--- src/sv/rvmd_pkg.sv ---
package rvmd_pkg;

   localparam int unsigned XLEN = 32;
   localparam int unsigned OP_W = 3;
   // Radix-2 divider: bits of quotient retired per pipeline stage.
   localparam int unsigned DIV_BITS_PER_STAGE = 4;
   localparam int unsigned DIV_STAGES = XLEN / DIV_BITS_PER_STAGE;
   // Multiply path delay line length, one output register on top of it.
   localparam int unsigned MUL_LAT = DIV_STAGES - 1;

   typedef logic [XLEN-1:0] word_type;
   typedef logic [OP_W-1:0] op_type;

   localparam op_type OP_MUL    = 3'd0;
   localparam op_type OP_MULH   = 3'd1;
   localparam op_type OP_MULHSU = 3'd2;
   localparam op_type OP_MULHU  = 3'd3;
   localparam op_type OP_DIV    = 3'd4;
   localparam op_type OP_DIVU   = 3'd5;
   localparam op_type OP_REM    = 3'd6;
   localparam op_type OP_REMU   = 3'd7;

   // Divide pipeline payload.
   typedef struct packed {
      logic     valid;
      op_type   op;
      word_type dividend;    // original operand_a
      word_type rem;         // partial remainder
      word_type quo;         // shifts in quotient bits, shifts out dividend bits
      word_type dvsr;        // divisor magnitude
      logic     div_zero;
      logic     neg_q;
      logic     neg_r;
   } div_stage_type;

endpackage

--- src/sv/rvmd_divider.sv ---
// Pipelined restoring divider: DIV_BITS_PER_STAGE quotient bits per stage.
module rvmd_divider (
   input  logic                clock,
   input  logic                reset,
   input  logic                advance,
   input  rvmd_pkg::op_type    in_op,
   input  rvmd_pkg::word_type  in_a,
   input  rvmd_pkg::word_type  in_b,
   input  logic                in_valid,
   output rvmd_pkg::word_type  out_result,
   output logic                out_valid
);
   import rvmd_pkg::*;

   div_stage_type stage_ff [DIV_STAGES+1];
   div_stage_type stage_in [DIV_STAGES+1];
   logic          signed_op;
   logic          want_rem;
   word_type      mag_q;
   word_type      mag_r;
   word_type      fix_q;
   word_type      fix_r;
   div_stage_type last;

   // Stage 0: take magnitudes and record sign fixups.
   always_comb begin
      signed_op = (in_op == OP_DIV) || (in_op == OP_REM);
      stage_in[0].valid    = in_valid;
      stage_in[0].op       = in_op;
      stage_in[0].dividend = in_a;
      stage_in[0].rem      = '0;
      stage_in[0].quo      = (signed_op && in_a[XLEN-1]) ? word_type'(-in_a) : in_a;
      stage_in[0].dvsr     = (signed_op && in_b[XLEN-1]) ? word_type'(-in_b) : in_b;
      stage_in[0].div_zero = (in_b == '0);
      stage_in[0].neg_q    = signed_op && (in_a[XLEN-1] ^ in_b[XLEN-1]);
      stage_in[0].neg_r    = signed_op && in_a[XLEN-1];
   end

   for (genvar s = 0; s < DIV_STAGES; s++) begin : g_stage
      always_comb begin
         logic [XLEN:0] trial;
         div_stage_type st;
         st = stage_ff[s];
         for (int k = 0; k < DIV_BITS_PER_STAGE; k++) begin
            trial = {st.rem, st.quo[XLEN-1]} - {1'b0, st.dvsr};
            if (!trial[XLEN]) begin
               st.rem = trial[XLEN-1:0];
               st.quo = {st.quo[XLEN-2:0], 1'b1};
            end else begin
               st.rem = {st.rem[XLEN-2:0], st.quo[XLEN-1]};
               st.quo = {st.quo[XLEN-2:0], 1'b0};
            end
         end
         stage_in[s+1] = st;
      end
   end

   always_ff @(posedge clock) begin
      if (reset) begin
         for (int s = 0; s <= DIV_STAGES; s++) begin
            stage_ff[s].valid <= 1'b0;
         end
      end else if (advance) begin
         stage_ff <= stage_in;
      end
   end

   // Final: sign correction and special cases.
   always_comb begin
      last      = stage_ff[DIV_STAGES];
      want_rem  = (last.op == OP_REM) || (last.op == OP_REMU);
      mag_q     = last.quo;
      mag_r     = last.rem;
      fix_q     = last.neg_q ? word_type'(-mag_q) : mag_q;
      fix_r     = last.neg_r ? word_type'(-mag_r) : mag_r;
      out_valid = last.valid;
      if (last.div_zero) begin
         out_result = want_rem ? last.dividend : '1;
      end else begin
         out_result = want_rem ? fix_r : fix_q;
      end
   end

endmodule

--- config.mk ---
export PLATFORM = sky130hd
export DESIGN_NAME = rvmd_divider
export DESIGN_NICKNAME = d
export VERILOG_FILES = /design/src/sv/rvmd_pkg.sv /design/src/sv/rvmd_divider.sv
export SDC_FILE = /design/constraint.sdc
export NUM_CORES = 2
export LEC_CHECK = 0
export BUFFER_PORTS_ARGS = -buffer_cell sky130_fd_sc_hd__buf_2
export CAP_MARGIN = 30
export CORE_MARGIN = 5
export CORE_UTILIZATION = 50
export DETAILED_ROUTE_END_ITERATION = 12
export GPL_TIMING_DRIVEN = 0
export PLACE_DENSITY = 0.67
export REMOVE_ABC_BUFFERS = 1
export SLEW_MARGIN = 20
export SYNTH_ARGS = -nofsm -noshare
export SYNTH_HDL_FRONTEND = slang
export SYNTH_SLANG_ARGS = --single-unit
--- constraint.sdc ---
create_clock -name clock -period 50.5 [get_ports clock]
set_input_delay 0 -clock clock [delete_from_list [all_inputs] [get_ports clock]]
set_output_delay 0 -clock clock [all_outputs]
set_load 0.005 [all_outputs]
* Word-level counts from Yosys, hierarchy flattened *
Index checks and enable logic that the tools add are counted.

word-level totals
  logic and storage cells = 167
  flip-flop bits (word level) = 1151
  output and inout bits = 33
  bits of input ports = 71

operators by class
  multiplexer cells = 39
  eq/ne operators = 4
  $add $sub $neg = 36
  bitwise logic cells = 2
  reduce and logical (&&, ||, !) cells = 7

operator list
  operator                              count
  2-to-1 mux 64 bit                     32
  subtractor 33 x 32 -> 33 bit          31
  2-to-1 mux 32 bit                     7
  negator 32 bit                        4
  subtractor 1 x 32 -> 33 bit           1
  zero test 32 bit                      1
  == test 3 bit, second input constant  4
  logical AND 1 bit                     3
  logical OR 1 bit                      2
  AND reduction 2 bit                   1
  NOT 1 bit                             1
  XOR 1 bit                             1

* Logic depth before layout (Yosys ltp) *
  depth after elaboration = 8
  depth in mapped cells = 71
  mapped depth without buffers = 64

* Worst setup path before layout *
Ideal clock, no wire load.

  kind = input to register
  start point = input advance
  end point = register stage_ff, in the netlist g_stage[0].$2.st[0], enable pin
  arrival = 49.579 ns
  setup slack = -1.843 ns
  cell stages on the path = 2
  data required time = 47.736 ns
  buffers on the path = 1
  library setup time = 2.764 ns
  path through = clkbuf_1 -> nor2b_1

between the ends
  cells in the longest elaborated chain, start to end = 1

RTL lines
  item                                  line                text
  start: declaration                    rvmd_divider.sv:5   input logic advance,
  AND reduction 2 bit (no source line)  --
  end signal: assignment                rvmd_divider.sv:64  stage_ff <= stage_in;
  end: declaration                      rvmd_divider.sv:15  div_stage_type stage_ff [DIV_STAGES+1];

No other way between the ends.
A chain may end at the register's enable or synchronous reset.

==> results.sh <==
export IMPL_synth_cell_area_um2=97200
export IMPL_gp_congestion=0.942
export IMPL_arrival_ns=19.91
export IMPL_cts_setup_buffers=0
export IMPL_drive_gt1_frac=0.0769
export IMPL_relSlewSlack=0.349
export IMPL_clock_sinks=1134
export IMPL_final_nets=11711
export IMPL_cts_tree="done"
export IMPL_grt_max_degree=76
export IMPL_clockBufferDepth=3
export IMPL_cts_max_level=3
export IMPL_setup_worst_path_start_class="register"
export IMPL_grt_pass1_wl_um=403000
export IMPL_root_buffer="clkbuf_16"
export IMPL_synthArstFlopShare=0
export IMPL_die_width_um=451
export IMPL_first_pass_iters=6
export IMPL_cts_buffers=119
export IMPL_worst_path_max_fanout=31
export IMPL_drc=0
export IMPL_status="completed"
export IMPL_syn2layout_area_growth_pct=11.1
export IMPL_clkTransAtPathRegs_ns=0.06
export IMPL_synthMuxAreaShare=0.0557
export IMPL_synth_top_area_frac=0.348
export IMPL_synth_compound_area_frac=0.206
export IMPL_synth_top_family_by_area="compound AO/OA/AOI/OAI gates"
export IMPL_ys_types=99
export IMPL_worstHoldPathType="primary input to register"
export IMPL_period_share=0.385
export IMPL_synth_fa_ha_area_frac=0.135
export IMPL_dieArea_um2=203000
export IMPL_synth_edff_count=1125
export IMPL_rsz0062_at_grt="false"
export IMPL_yosys_area_share_xor_xnor=0.0898
export IMPL_holdWs_ns=0.0365
export IMPL_clock_skew_ns=0.0731
export IMPL_cp_data_required_time_ns=50.95
export IMPL_yosysSeqAreaShare=0.350
export IMPL_period_needed_ns=19.45
export IMPL_grt_overflow=0
export IMPL_end_kind="register"
export IMPL_synth_area_leaders="edfxtp_1 35%, ha_1 13%, xnor2_1 5.5%, a21oi_1 5.0%, o21ai_0 3.9%"
export IMPL_synth_ff_type="edfxtp_1"
export IMPL_worstSetupPathType="register to register"
export IMPL_path_common_cell="buf_6"
export IMPL_hpwl_um=204000
export IMPL_worst_pin_slew_ns=0.974
export IMPL_cp_slowest_stage_delay_ns=0.66
export IMPL_coreArea_um2=193000
export IMPL_synth_avg_cell_area_um2=9.35
export IMPL_slowest_stage="o311ai_0"
export IMPL_yosysWarnings=0
export IMPL_most_common_layout_cells="1,125 x edfxtp_1, 998 x ha_1, 969 x a21oi_1"
export IMPL_vias_per_cell=5.96
export IMPL_via_count=78926
export IMPL_ant_nets=0
export IMPL_initial_core_util=0.504
export IMPL_setup_violations=0
export IMPL_ys_seq_elements=1134
export IMPL_rows=161
export IMPL_grt_pass1_vias=76218
export IMPL_drt_total_wl_um=256000
export IMPL_synthSimpleGateAreaFrac=0.130
export IMPL_die_y_um=451
export IMPL_hold_viol_final=0
export IMPL_antenna_found_initial=1
export IMPL_slew_viol_final=0
export IMPL_fillers=16622
export IMPL_netlist_instances=10391
export IMPL_fmax_ghz=0.0514
export IMPL_synth_top_area_cell="edfxtp_1"
export IMPL_ios=104
export IMPL_track_usage=0.241
export IMPL_cap_violations=0
export IMPL_post_drt_wl_per_cell_um=19.4
export IMPL_drtIter0Drc=5188
export IMPL_numPortBuffers=103
export IMPL_mostFrequentLayoutCell="edfxtp_1"
export IMPL_insertion_delay_ns=0.78
layer usage:
layer  vias up  part of all wire  global-route usage
li1      38939                 -                   -
met1     37611              0.41               0.288
met2      1858              0.50               0.439
met3       516             0.037              0.0228
met4         2             0.052               0.109
met5         -          0.000051                   0
path summary, 6_finish.rpt:
path | startpoint | to | slack [ns] | cells past startpoint
setup / recovery | g_stage[3].$2.st[4] | stage_ff[608] | 31.05 | 69
hold reg to reg | stage_ff[305] | stage_ff[174] | 0.37 | 0
setup reg to reg | g_stage[3].$2.st[4] | stage_ff[608] | 31.05 | 69
hold / removal | in_a[4] | g_stage[0].$2.st[103] | 0.04 | 2
metrics by stage:
step / TNS [ns] / util / cell area [µm²] / std cells / setup WS (ns)
floorplan: -2136.07 / - / 96200 / 10145 / -1.90
global placement: - / 0.518 / 99900 / 12774 / -18.76
detailed placement: 0 / 0.532 / 103000 / 12893 / 31.52
CTS: 0 / 0.559 / 108000 / 13235 / 31.37
global route: 0 / 0.560 / 108000 / 13238 / 30.03
finish: 0 / 0.560 / 108000 / 13241 / 31.05
cell type report:
cell class              count  area [µm²]  share of cell area
multi-input cells        8414       60500               0.560
flip-flops and latches   1134       34000               0.315
repair buffers            345        4060              0.0376
well taps                2526        3160              0.0293
clock buffers             133        3050              0.0283
inverters                 597        2240              0.0208
clock inverters            89        1010             0.00938
diodes                      3        7.51           0.0000695
critical path, delay by kind of cell (launching register included):
| family | cells | cell delay [ns] |
|---|---|---|
| AO/OA/AOI/OAI | 38 | 10.68 |
| flip-flops | 1 | 0.53 |
| AND/OR/NAND/NOR | 8 | 1.55 |
| XOR/XNOR | 4 | 1.70 |
| adder cells (fa/ha/maj) | 4 | 1.74 |
| buffers and inverters | 15 | 2.78 |
cell usage after synthesis, drive strengths merged, types with 17 or more instances:
cell type and count:
edfxtp 1125, ha 998, a21oi 972, nand2 919, o21ai 774, nor2 701, xnor2 614, inv 597
a21o 420, xor2 374, mux2 276, mux2i 228, clkbuf 196, nand2b 187, nand3 178, nor2b 170
o21a 152, a211oi 121, o21bai 112, nor3 109, o31ai 91, and3 89, and2 76, nand4 69
a31oi 64, buf 64, o221ai 63, o211ai 58, or3 42, a21boi 40, nor4 35, fa 31
or2 31, a31o 29, or4 27, a221o 26, o41ai 26, a32oi 21, o2111ai 19, a2111oi 18
o31a 18, a211o 17, nor3b 17
state kept, by name, indices dropped and copies added (netlist names):
register and flops:
stage_ff 472, out_valid 1, g_stage.$2.st 560, last 37, mag_r 32, mag_q 32
logic make-up (layout without fill, tap and decap cells):
family                   after synthesis  count (layout)
XOR/XNOR                             988             988
flip-flops                          1134            1134
multiplexers                         504             504
AND/OR/NAND/NOR                     2694            2694
other                                  1              18
buffers and inverters                857            1164
adder cells (fa/ha/maj)             1033            1033
AO/OA/AOI/OAI                       3180            3180
repair_timing:
item                      4_1_cts  5_1_grt
gates resized for setup         0        0
hold endpoints to repair      168        0
hold buffers                  120        0
Power is not shown: default switching activity piles up to over one toggle a cycle in this logic, so the estimate is an artifact.
